[src/hw/rtl/sfmc_pkg.sv]
package sfmc_pkg;

   localparam int unsigned HOUR_W     = 5;
   localparam int unsigned MINUTE_W   = 6;
   localparam int unsigned TIMEOUT_W  = 20;
   localparam int unsigned DEBOUNCE_W = 16;
   localparam int unsigned TIME_W     = 32;
   localparam int unsigned COUNT_W    = 16;
   localparam int unsigned DUTY_W     = 8;
   localparam int unsigned CSR_IDX_W  = 8;
   localparam int unsigned CSR_DATA_W = 20;

   localparam logic [DUTY_W-1:0] RUN_DUTY = 8'd130;

   // Register reset values.
   localparam logic [HOUR_W-1:0]     FEED_HOUR_RST   = 5'd8;
   localparam logic [MINUTE_W-1:0]   FEED_MINUTE_RST = 6'd0;
   localparam logic [TIMEOUT_W-1:0]  TIMEOUT_RST     = 20'd10000;
   localparam logic [DEBOUNCE_W-1:0] DEBOUNCE_RST    = 16'd50;

   // Register indexes on the configuration port.
   localparam logic [CSR_IDX_W-1:0] CSR_FEED_HOUR   = 8'd0;
   localparam logic [CSR_IDX_W-1:0] CSR_FEED_MINUTE = 8'd1;
   localparam logic [CSR_IDX_W-1:0] CSR_TIMEOUT     = 8'd2;
   localparam logic [CSR_IDX_W-1:0] CSR_DEBOUNCE    = 8'd3;

   typedef enum logic [1:0] {
      KIND_TICK   = 2'd0,
      KIND_MINUTE = 2'd1,
      KIND_MANUAL = 2'd2,
      KIND_HALL   = 2'd3
   } kind_type;

   typedef enum logic [1:0] {
      EVT_NONE    = 2'd0,
      EVT_STARTED = 2'd1,
      EVT_STOPPED = 2'd2
   } event_type;

   typedef enum logic [1:0] {
      CAUSE_NONE    = 2'd0,
      CAUSE_HALL    = 2'd1,
      CAUSE_TIMEOUT = 2'd2
   } cause_type;

   typedef struct packed {
      kind_type            kind;
      logic [HOUR_W-1:0]   hour;
      logic [MINUTE_W-1:0] minute;
      logic                auto_enabled;
   } req_type;

   typedef struct packed {
      logic               motor_on;
      logic [DUTY_W-1:0]  pwm_duty;
      logic [COUNT_W-1:0] feed_tally;
      event_type          state_event;
      cause_type          stop_cause;
      logic               manual_ignored;
   } rsp_type;

   typedef struct packed {
      logic [HOUR_W-1:0]     feed_hour;
      logic [MINUTE_W-1:0]   feed_minute;
      logic [TIMEOUT_W-1:0]  run_limit;
      logic [DEBOUNCE_W-1:0] hall_guard;
   } cfg_type;

endpackage

[src/hw/rtl/scheduled_feeder_motor_controller.sv]
// The result of an accepted item is registered and shows in the next cycle.
// Throughput: one item per cycle, set by the single output register; the input
// stalls only while a result is held there and the result side stalls.
// Reset (synchronous, active high) zeroes the controller state, empties the
// output register and loads the configuration registers with their defaults.
module scheduled_feeder_motor_controller
   import sfmc_pkg::*;
(
   input  logic                  clock,
   input  logic                  reset,

   input  logic                  req_valid,
   output logic                  req_stall,
   input  req_type               req_payload,

   output logic                  rsp_valid,
   input  logic                  rsp_stall,
   output rsp_type               rsp_payload,

   input  logic                  csr_valid,
   output logic                  csr_ready,
   input  logic [CSR_IDX_W-1:0]  csr_index,
   input  logic [CSR_DATA_W-1:0] csr_data
);

   cfg_type cfg_ff, cfg_in;
   logic    rsp_valid_ff, rsp_valid_in;
   rsp_type rsp_payload_ff;
   rsp_type rsp_next;
   logic    req_accept;

   // The output register is the only buffering: an item can enter whenever
   // the held result leaves in the same cycle or the register is empty.
   assign req_stall  = rsp_valid_ff && rsp_stall;
   assign req_accept = req_valid && !req_stall;

   // Configuration is always writable; writes to indexes beyond the register
   // list are taken and dropped.
   assign csr_ready = 1'b1;

   always_comb begin
      cfg_in = cfg_ff;
      if (csr_valid) begin
         case (csr_index)
            CSR_FEED_HOUR:   cfg_in.feed_hour   = csr_data[HOUR_W-1:0];
            CSR_FEED_MINUTE: cfg_in.feed_minute = csr_data[MINUTE_W-1:0];
            CSR_TIMEOUT:     cfg_in.run_limit   = csr_data[TIMEOUT_W-1:0];
            CSR_DEBOUNCE:    cfg_in.hall_guard  = csr_data[DEBOUNCE_W-1:0];
            default:         cfg_in = cfg_ff;
         endcase
      end
   end

   always_ff @(posedge clock) begin
      if (reset) begin
         cfg_ff.feed_hour   <= FEED_HOUR_RST;
         cfg_ff.feed_minute <= FEED_MINUTE_RST;
         cfg_ff.run_limit   <= TIMEOUT_RST;
         cfg_ff.hall_guard  <= DEBOUNCE_RST;
      end else begin
         cfg_ff <= cfg_in;
      end
   end

   // All event decoding and the state update happen in one pass inside the
   // core; its state advances only on an accepted item.
   sfmc_core u_core (
      .clock (clock),
      .reset (reset),
      .step  (req_accept),
      .req   (req_payload),
      .cfg   (cfg_ff),
      .rsp   (rsp_next)
   );

   // The result register holds while stalled and reloads on every accepted item.
   assign rsp_valid_in = req_accept || (rsp_valid_ff && rsp_stall);

   always_ff @(posedge clock) begin
      if (reset) begin
         rsp_valid_ff <= 1'b0;
      end else begin
         rsp_valid_ff <= rsp_valid_in;
      end
   end

   always_ff @(posedge clock) begin
      if (req_accept) begin
         rsp_payload_ff <= rsp_next;
      end
   end

   assign rsp_valid   = rsp_valid_ff;
   assign rsp_payload = rsp_payload_ff;

endmodule

[src/hw/rtl/sfmc_core.sv]
module sfmc_core
   import sfmc_pkg::*;
(
   input  logic    clock,
   input  logic    reset,
   input  logic    step,
   input  req_type req,
   input  cfg_type cfg,
   output rsp_type rsp
);

   logic [TIME_W-1:0]  ms_counter_ff, ms_counter_in;
   logic               motor_running_ff, motor_running_in;
   logic               hall_pending_ff, hall_pending_in;
   logic [TIME_W-1:0]  start_time_ff, start_time_in;
   logic [TIME_W-1:0]  last_hall_time_ff, last_hall_time_in;
   logic               fed_today_ff, fed_today_in;
   logic [COUNT_W-1:0] feeds_done_ff, feeds_done_in;

   logic [TIME_W-1:0]  run_elapsed;
   logic [TIME_W-1:0]  hall_gap;
   logic [COUNT_W-1:0] feeds_inc;
   logic               sched_match;
   logic               midnight;
   event_type          evt;
   cause_type          cause;
   logic               ignored;

   // Run time as seen after this tick advances the millisecond counter.
   assign run_elapsed = ms_counter_ff + TIME_W'(1) - start_time_ff;
   assign hall_gap    = ms_counter_ff - last_hall_time_ff;
   assign feeds_inc   = (feeds_done_ff == {COUNT_W{1'b1}}) ? feeds_done_ff
                                                           : feeds_done_ff + COUNT_W'(1);
   assign sched_match = req.auto_enabled && (req.hour == cfg.feed_hour)
                        && (req.minute == cfg.feed_minute) && !fed_today_ff;
   assign midnight    = (req.hour == '0) && (req.minute == '0);

   always_comb begin
      ms_counter_in     = ms_counter_ff;
      motor_running_in  = motor_running_ff;
      hall_pending_in   = hall_pending_ff;
      start_time_in     = start_time_ff;
      last_hall_time_in = last_hall_time_ff;
      fed_today_in      = fed_today_ff;
      feeds_done_in     = feeds_done_ff;
      evt               = EVT_NONE;
      cause             = CAUSE_NONE;
      ignored           = 1'b0;
      case (req.kind)
         KIND_TICK: begin
            ms_counter_in = ms_counter_ff + TIME_W'(1);
            if (motor_running_ff && hall_pending_ff) begin
               motor_running_in = 1'b0;
               hall_pending_in  = 1'b0;
               feeds_done_in    = feeds_inc;
               evt              = EVT_STOPPED;
               cause            = CAUSE_HALL;
            end else if (motor_running_ff
                         && (run_elapsed > TIME_W'(cfg.run_limit))) begin
               motor_running_in = 1'b0;
               feeds_done_in    = feeds_inc;
               evt              = EVT_STOPPED;
               cause            = CAUSE_TIMEOUT;
            end
         end
         KIND_MINUTE: begin
            if (sched_match) begin
               fed_today_in = 1'b1;
               if (!motor_running_ff) begin
                  motor_running_in = 1'b1;
                  hall_pending_in  = 1'b0;
                  start_time_in    = ms_counter_ff;
                  evt              = EVT_STARTED;
               end
            end
            // The midnight clear wins over a scheduled feed set at 00:00.
            if (midnight) begin
               fed_today_in  = 1'b0;
               feeds_done_in = '0;
            end
         end
         KIND_MANUAL: begin
            if (req.auto_enabled) begin
               ignored = 1'b1;
            end else if (!motor_running_ff) begin
               motor_running_in = 1'b1;
               hall_pending_in  = 1'b0;
               start_time_in    = ms_counter_ff;
               evt              = EVT_STARTED;
            end
         end
         KIND_HALL: begin
            if (motor_running_ff && (hall_gap > TIME_W'(cfg.hall_guard))) begin
               hall_pending_in   = 1'b1;
               last_hall_time_in = ms_counter_ff;
            end
         end
         default: begin
            ms_counter_in = ms_counter_ff;
         end
      endcase
   end

   always_comb begin
      rsp.motor_on       = motor_running_in;
      rsp.pwm_duty       = motor_running_in ? RUN_DUTY : '0;
      rsp.feed_tally     = feeds_done_in;
      rsp.state_event    = evt;
      rsp.stop_cause     = cause;
      rsp.manual_ignored = ignored;
   end

   always_ff @(posedge clock) begin
      if (reset) begin
         ms_counter_ff     <= '0;
         motor_running_ff  <= 1'b0;
         hall_pending_ff   <= 1'b0;
         start_time_ff     <= '0;
         last_hall_time_ff <= '0;
         fed_today_ff      <= 1'b0;
         feeds_done_ff     <= '0;
      end else if (step) begin
         ms_counter_ff     <= ms_counter_in;
         motor_running_ff  <= motor_running_in;
         hall_pending_ff   <= hall_pending_in;
         start_time_ff     <= start_time_in;
         last_hall_time_ff <= last_hall_time_in;
         fed_today_ff      <= fed_today_in;
         feeds_done_ff     <= feeds_done_in;
      end
   end

endmodule

[config.mk]
export PLATFORM = sky130hd
export DESIGN_NAME = scheduled_feeder_motor_controller
export DESIGN_NICKNAME = d
export VERILOG_FILES = /design/src/hw/rtl/sfmc_pkg.sv /design/src/hw/rtl/scheduled_feeder_motor_controller.sv /design/src/hw/rtl/sfmc_core.sv
export SDC_FILE = /design/constraint.sdc
export NUM_CORES = 1
export LEC_CHECK = 0
export BUFFER_PORTS_ARGS = -buffer_cell sky130_fd_sc_hd__buf_4
export CAP_MARGIN = 0
export CORE_ASPECT_RATIO = 1.1
export CORE_MARGIN = 4
export CORE_UTILIZATION = 60
export CTS_CLUSTER_SIZE = 40
export DETAILED_ROUTE_END_ITERATION = 8
export PLACE_DENSITY_LB_ADDON = 0.12
export SLEW_MARGIN = 30
export SYNTH_ARGS = -nofsm -noshare
export SYNTH_HDL_FRONTEND = slang
export SYNTH_SLANG_ARGS = --single-unit
[constraint.sdc]
create_clock -name clock -period 14.4 [get_ports clock]
set_input_delay 2.16 -clock clock [delete_from_list [all_inputs] [get_ports clock]]
set_output_delay 2.16 -clock clock [all_outputs]
set_load 0.02 [all_outputs]
==> results of run 1 <==
-- Yosys cell counts (11+ instances only) --
| library cell | count |
|---|---|
| nor2b_1 | 11 |
| a21oi_1 | 126 |
| clkbuf_1 | 64 |
| nor4_1 | 12 |
| ha_1 | 104 |
| dfxtp_1 | 163 |
| a31oi_1 | 18 |
| nand4_1 | 23 |
| and2_1 | 11 |
| mux2i_1 | 80 |
| nand2b_1 | 17 |
| nand3_1 | 55 |
| buf_4 | 16 |
| and3_1 | 24 |
| nor3_1 | 15 |
| o21a_1 | 16 |
| a211o_1 | 14 |
| a21o_1 | 22 |
| nand2_1 | 187 |
| o21ai_0 | 53 |
| nor2_1 | 166 |
| o211ai_1 | 16 |
| xor2_1 | 65 |
| xnor2_1 | 43 |
| inv_1 | 121 |
| a211oi_1 | 13 |
| edfxtp_1 | 22 |
| or3_1 | 20 |
-- layer usage --
layer	up-vias	routed length, um	global-route usage [%]
met5	-	0	0
met3	56	1940	3.91
met1	5538	15600	37.3
met4	0	705	8.32
li1	5855	-	-
met2	357	16400	47.6
-- placed cells by master, fill, tap and decap left out, drive strengths merged, types with 22 or more instances in the layout --
master,Yosys,layout
ha,104,104
a21o,22,22
a21oi,127,127
inv,121,129
xor2,65,65
nand4,23,23
edfxtp,22,22
nand3,55,55
nand2,189,189
buf,28,77
and3,24,24
xnor2,43,43
dfxtp,163,163
mux2i,80,80
o21ai,54,54
nor2,166,166
-- sequential cells by signal, indices dropped and copies added (netlist names) --
name and cells:
rsp_valid 1, u_core.feeds_done_ff 16, u_core.fed_today_ff 1, cfg_ff 47, rsp_payload 22, u_core.motor_running_ff 1, u_core.ms_counter_ff 32, u_core.start_time_ff 32
u_core.last_hall_time_ff 32, u_core.hall_pending_ff 1
-- worst min-delay path, cell delays in order (launching register included) --
cell     delay (ns)
dfxtp_1        0.31
nand2_1        0.05
a21oi_1        0.05
-- area by class of cell --
cell class | instances | area share (%)
repair buffers | 77 | 4.06
multi-input cells | 1265 | 59.0
flip-flops and latches | 185 | 27.4
inverters | 121 | 3.17
clock inverters | 15 | 0.909
well taps | 290 | 2.53
clock buffers | 17 | 2.97
-- final timing paths --
kind	depth (start not counted)	endpoint	slack [ns]	from
max	24	rsp_payload[5]$_DFFE_PP_	6.72	u_core.ms_counter_ff[1]$_SDFFE_PP0P_
min	2	cfg_ff[22]$_SDFFE_PP0P_	0.46	cfg_ff[22]$_SDFFE_PP0P_
max reg2reg	24	rsp_payload[5]$_DFFE_PP_	6.72	u_core.ms_counter_ff[1]$_SDFFE_PP0P_
min reg2reg	2	cfg_ff[22]$_SDFFE_PP0P_	0.46	cfg_ff[22]$_SDFFE_PP0P_
-- power by group through the flow --
| stage | clock network, mW | registers (mW) | logic [mW] |
|---|---|---|---|
| floorplan | 0 | 0.543 | 0.0548 |
| global placement | 0 | 0.539 | 0.0890 |
| detailed placement | 0 | 0.540 | 0.0904 |
| CTS | 0.462 | 0.528 | 0.0908 |
| global route | 0.484 | 0.528 | 0.0985 |
| finish | 0.456 | 0.528 | 0.0914 |
-- stage by stage --
step | hold WS [ns] | util [%] | power (mW) | setup WS (ns)
floorplan | 0.432 | - | 0.598 | 8.32
global placement | 0.440 | 63.9 | 0.628 | 7.05
detailed placement | 0.444 | 63.9 | 0.630 | 6.78
CTS | 0.458 | 66.5 | 1.08 | 6.72
global route | 0.480 | 66.6 | 1.11 | 6.08
finish | 0.456 | 66.6 | 1.08 | 6.72
-- logic make-up after synthesis --
group,after synthesis,synth area share [%]
buf+inv,214,6.72
mux,84,6.40
xor+xnor,108,7.16
flops,185,29.7
other cells,2,0.0568
simple gates,585,21.0
fa+ha+maj,106,10.1
compound gates,375,18.8
==> results.txt, run 1 <==
- Run status: complete, no violations
- With fillers left out, the area of the finished cells amounts to 14300 um2.
- Setup Crit Path Kind: flip-flop to flip-flop
* Final critical-path share of the clock period: 53.3%
- Die outline width: 150 um
- Buffers placed on the I/O ports in this run total 72.
- Synthesis-to-layout area growth: 8.37%
* Filler-free cell count of the finished design: 1970
- CTS-repair resized insts: 0
- Overall routing resource usage: between 20% and 30%
- The detailed router placed approximately 12000 vias in this run.
* FP Rows: 56
* Overall die height: approximately 160 um
- DP HPWL: between 20000 and 30000 um
* Number of max-cap violations: 0
- The first global-routing pass estimated 55600 um of wire.
- For this design the top-level I/O count stands at 80.
- RSZ-0062 raised after global routing: no
- Top fanout value on the critical path: 32
- Post-CTS timing repair inserted 0 buffers for setup.
- Once the floorplan was initialized, standard cells occupied 61.4% of the core.
- Registers take 3920 um2.
* Via count of the first global-routing pass: 11000
* Relative max-transition margin: about two fifths
* Number of fill cells in the layout: roughly 1900
- First-pass DRT Iterations: 5
- Setup Total Neg Slack: 0 ns
* Number of synthesized register bits: 185
- The die covers 24500 um2.
- At the pin with the least slew margin, the transition time is 0.924 ns.
- The clock arrives with 0.0154 ns of skew.
* Type of element capturing the critical path: flip-flop
- The number of pins with negative max-slew slack in the final report is 0.
* Antenna-violating nets left: 0
* Buffers from clock root to sink, at most: 2
* Worst hold-check path type: flip-flop to flip-flop
- Clock Tree Root: clkbuf_16
- The floorplan step defined a core boundary enclosing 21500 um2.
* Placed standard-cell area: 13800 um2
- IR analysis of the VDD net gives a maximum drop of 0.0804 mV.
- In this run the power density over the cells is 75.1 nW/um2.
- The smallest clock period supported by the final layout is computed as 7.68 ns.
- After synthesis, the share of flip-flops with an asynchronous set or reset is 0%.
* Clock transition at the registers of the reported paths: ~0.080 ns
- Cell total after placement: 1938
- Number of hold buffers added after cts: 0
- Ratio of routed vias to standard cells: approximately 6
- Skew-Pair Late Insertion Delay: 0.44 ns
* Count of mapped cells out of synthesis: around 1700
- Setup violations remaining at the end of the flow were counted as 0.
- Derived from the worst setup path, the maximum achievable clock frequency is ~0.13 GHz.
- Buffers & Inverters on Critical Path: 0
- The top cell type by area accounts for 24.7% of the synthesized area.
- Internal power: 787 uW
* CTS tree: done
- The cell area that synthesis handed to floorplanning was 13200 um2.
* Post-Syn Area per Cell: about 8 um2
* Top cell type by total area after synthesis: dfxtp_1
- In this run switching power makes up between 20 and 30% of total power.
* Remaining DRCs: 0
- Sequential cells were found to cover 29.7% of the synthesized design area.
* H-Tree Depth: 4
- Total congestion overflow: 0
- Required @ worst endpoint: 14.59 ns
* Most used DFF post-synth: dfxtp_1
- Data arrives at the worst endpoint at 7.87 ns.
- Proportion of power drawn by flip-flops and latches: 49.1%
* Ordered list of cells on the worst path: ha_1, nand3_1, nor4_1, and3_1, and2_1, nand2_1, xnor2_1, ha_1, a21oi_1, o21ai_0, a21oi_1, xnor2_1, ha_1, a21oi_1, o21ai_0, a2111o_1, or4_1, a221oi_1, nand3_1, nor4_1, a31oi_2, nand2_2, nor2_1, mux2_2
* Yosys warning count: 0
- Among all stages on the critical path, the largest delay is contributed by nor4_1.
- In the final layout, the share of cells above drive strength 1 is 8.10%.
- The initial antenna violation count was 0.
- The number of clock buffers added by TritonCTS is 17.
- # diodes: 0
- Counting distinct cell types in the post-synthesis netlist gives between 80 and 90.
- Routability cong.: 0.937
- EDFF count, synth: 22
- The clock network burns 42.4% of the power.
* Area contributors post-synth: dfxtp_1 (25%), ha_1 (9.8%), mux2i_1 (6.1%), nand2_1 (5.3%), edfxtp_1 (5.0%)
- Post-DR wirelength/cell: 17.6 um
- Final hold violation count: 0
- Number of clock sinks: 185
- Delay contributed by the slowest stage of the critical path: 0.73 ns
* Multi-input gate area in the final layout: between 8000 and 9000 um2
- Combinational share of power: 8.5%
- For this block, the routed nets add up to 34700 um of wire.
* 1st-iter DRT viols: 767
* Lkg Pwr: 6.26 nW
- In this run the power spent charging and discharging nets is approximately 290 uW.
* Pin count of the biggest net entering global routing: 99
- Among cell families on the critical path, the largest total delay comes from simple AND/OR/NAND/NOR gates.
- Startpoint Class: flip-flop
- Count of nets after finishing: between 1500 and 2000
Power figures use the tool's default switching activity.
==> run 2: changes to the inputs <==
- CORE_UTILIZATION: 60 -> 56
- clock period: 14.4 -> 6.5 ns (I/O delays scaled with it)
==> results.txt, run 2 (synthesis gave the netlist of run 1 again) <==
- The run finished with clean final reports.
- CP max stage cell: or4_1
- TritonCTS created 17 clock buffers.
- Leaving out fill and tap cells, the most frequent cells in the layout are nand2_1 (186), nor2_1 (165), dfxtp_1 (163).
* H-Tree Depth: 4
- Wires add up to ~35000 um.
* Top fanout value on the critical path: 5
- Entering global routing, the biggest net connects a little over 90 pins.
- Global routing used 4.01% of the available met3 tracks.
- Total power for the finished layout comes to 2.43 mW.
- 1st-iter DRT viols: 785
- In the final routed layout, each cell accounts on average for ~17 um.
- The floorplan step defined a die boundary enclosing 26100 um2.
- End point of the worst hold path: cfg_ff[14]$_SDFFE_PP0P_
- Slew at the pin closest to its max-slew limit: 0.978 ns
- In this run the critical register-to-register path is captured at u_core.feeds_done_ff[3]$_SDFFE_PP0P_.
- In this run the static leakage power is 6.49 nW.
* Antenna-violating nets left: 0
* Smallest hold slack: between 0.4 and 0.5 ns
- Power per cell area: 165 nW/um2
- Number of endpoints failing setup at the final stage: 0
- Summed over all failing endpoints, the final setup total negative slack is 0 ns.
- In the global route stage, overall resource usage came out at 26.1%.
- Final critical-path share of the clock period: 94.8%
- The die is about 150 um wide.
- Startpoint of the most critical hold path: cfg_ff[14]$_SDFFE_PP0P_
- Summed over all nets, the switching power comes to 662 uW.
- The internal power of the cells totals 1.77 mW.
* Required @ worst endpoint: 6.84 ns
- Finished Core Util: 64.0%
- For this block, the via count after detailed routing is 12000.
* Final hold violation count: 0
- The finished layout holds 2025 standard cells, fillers aside.
* Minimum period implied by the final worst setup slack: slightly above 6 ns
- The tool flagged a number of max-cap violations equal to 0.
- Layout Cell Area excl Fill: 14800 um2
- The first global-routing pass estimated 56400 um of wire.
- Remaining DRCs: 0
- Of the total power, registers draw 48.0%.
- CTS tree: done
- The worst-case IR drop observed on VDD is 0.159 mV.
- Setup Crit Path Kind: flip-flop to flip-flop
* Number of clock sinks: 185
- The number of antenna diodes in the final layout is 0.
* Startpoint Class: flip-flop
* Data arrival at the endpoint of the critical path: roughly 6.5 ns
- Measured in cells, the most critical reg-to-reg path has a length of 27.
- In this run the worst hold path is classified as flip-flop to flip-flop.
- Clock Tree Root: clkbuf_16
- Busiest grt layer: met2
* Synthesis-to-layout area growth: 11.8%
- Clock-pin slew was measured on the worst setup and hold paths at 0.08 ns.
- Routability cong.: 0.960
- Top-Level Pins: 80
* Flip-flop count of the largest register after layout: 47
- Startpoint of the most critical register-to-register path: u_core.ms_counter_ff[0]$_SDFFE_PP0P_
- Total congestion overflow: 0
- Overall die height: roughly 170 um
* Setup WS post-layout: between 0.3 and 0.4 ns
* Starting density of the core: approximately 57%
- Combinational logic is responsible for 9.2% of the overall power.
- Count of final max-slew check failures: 0
- In this run the register-to-register setup slack is 0.34 ns.
- The number of global-route vias before repair is 11200.
- The clock reaches the later pin of the worst-skew pair after between 0.4 and 0.5 ns.
* Buffers from clock root to sink, at most: 2
- Once placement completed, the tool counted placed cells totaling 1985.
* Clock power share: 42.7%
* Ratio of routed vias to standard cells: roughly 5.9
- For met1 alone, demand over resource in global routing was a little over a third.
* Placed standard-cell area: 14100 um2
* Maximum clock frequency: around 0.16 GHz
- The total area inside the core boundary comes to 23100 um2.
* Post-route clock skew: about 0.015 ns
- Type of element capturing the critical path: flip-flop
- Delay contributed by the slowest stage of the critical path: 0.56 ns
* GR met2 Demand/Resource: 44.0%
- Detailed placement finished with a half-perimeter wire length of 26100 um.
- FP Rows: 58
- Along the worst hold path, the cell count comes to 2.
* Most common cell type on the critical path: buf_4
- In the final layout, the share of cells above drive strength 1 is 11.4%.
- Most common library cell in the layout ignoring fill and taps: nand2_1
* Number of antenna violations at the first check in global routing: 0
* First-pass DRT Iterations: 5
- During placement, the flow inserted port buffers numbering 72.
- The final layout contains roughly 1900 nets.
* Switching part of the total power: 27.2%
- At the placement stage, the worst setup path has a slack of -0.0623 ns.
- Relative max-transition margin: 34.5%
- cfg_ff holds more flip-flops than any other register.
## run 2: cell types whose count changed in the layout (fill, tap and decap cells not counted), moves of 3 or more
cell | before | now
buf_4 | 76 | 117
nand3_1 | 54 | 51
nand3_2 | 1 | 4
o21ai_0 | 53 | 50
o21ai_1 | 0 | 3
## run 2: layer usage
layer / vias up / part of all wire, %
met5: - / 0
met4: 0 / 1.8
met3: 54 / 5.1
met2: 312 / 47
met1: 5638 / 46
li1: 5949 / -
## run 2: worst max path at each step
stage,start,to,slack [ns],cells after the start
floorplan,u_core.ms_counter_ff[1]$_SDFFE_PP0P_,rsp_payload[5]$_DFFE_PP_,0.42,25
global placement,u_core.ms_counter_ff[0]$_SDFFE_PP0P_,u_core.feeds_done_ff[5]$_SDFFE_PP0P_,0.07,26
detailed placement,u_core.ms_counter_ff[5]$_SDFFE_PP0P_,u_core.feeds_done_ff[3]$_SDFFE_PP0P_,-0.06,27
CTS,u_core.ms_counter_ff[0]$_SDFFE_PP0P_,u_core.feeds_done_ff[3]$_SDFFE_PP0P_,0.08,26
global route,u_core.ms_counter_ff[0]$_SDFFE_PP0P_,rsp_payload[20]$_DFFE_PP_,-0.06,27
finish,u_core.ms_counter_ff[0]$_SDFFE_PP0P_,u_core.feeds_done_ff[3]$_SDFFE_PP0P_,0.34,27
## run 2: worst max-delay path, delay by kind of cell (launching register included)
family | cells | cell delay (ns)
simple gates | 11 | 2.35
compound gates | 7 | 1.56
xor+xnor | 2 | 0.34
fa+ha+maj | 3 | 0.87
flops | 1 | 0.38
buf+inv | 4 | 0.57
## run 2: area by class of cell
class                   instances  area, um2
well taps                     300        375
clock inverters                14        130
flip-flops and latches        185       3920
clock buffers                  18        439
repair buffers                119        910
fillers                      2099       8300
inverters                     121        454
multi-input cells            1268       8550
## run 2: power groups by stage
stage | clock (mW) | combinational (mW) | sequential, mW
2_1_floorplan | 0 | 0.121 | 1.20
5_1_grt | 1.10 | 0.244 | 1.17
3_5_place_dp | 0 | 0.206 | 1.19
3_3_place_gp | 0 | 0.203 | 1.19
6_report | 1.04 | 0.225 | 1.17
4_1_cts | 1.05 | 0.208 | 1.17
## run 2: what timing repair did
action / CTS / global route
pin swaps: 0 / 8
hold endpoints to repair: 0 / 0
gates resized for setup: 3 / 20
gates cloned: 0 / 3
setup buffers: 0 / 5
setup endpoints to repair: 15 / 35
hold buffers: 0 / 0
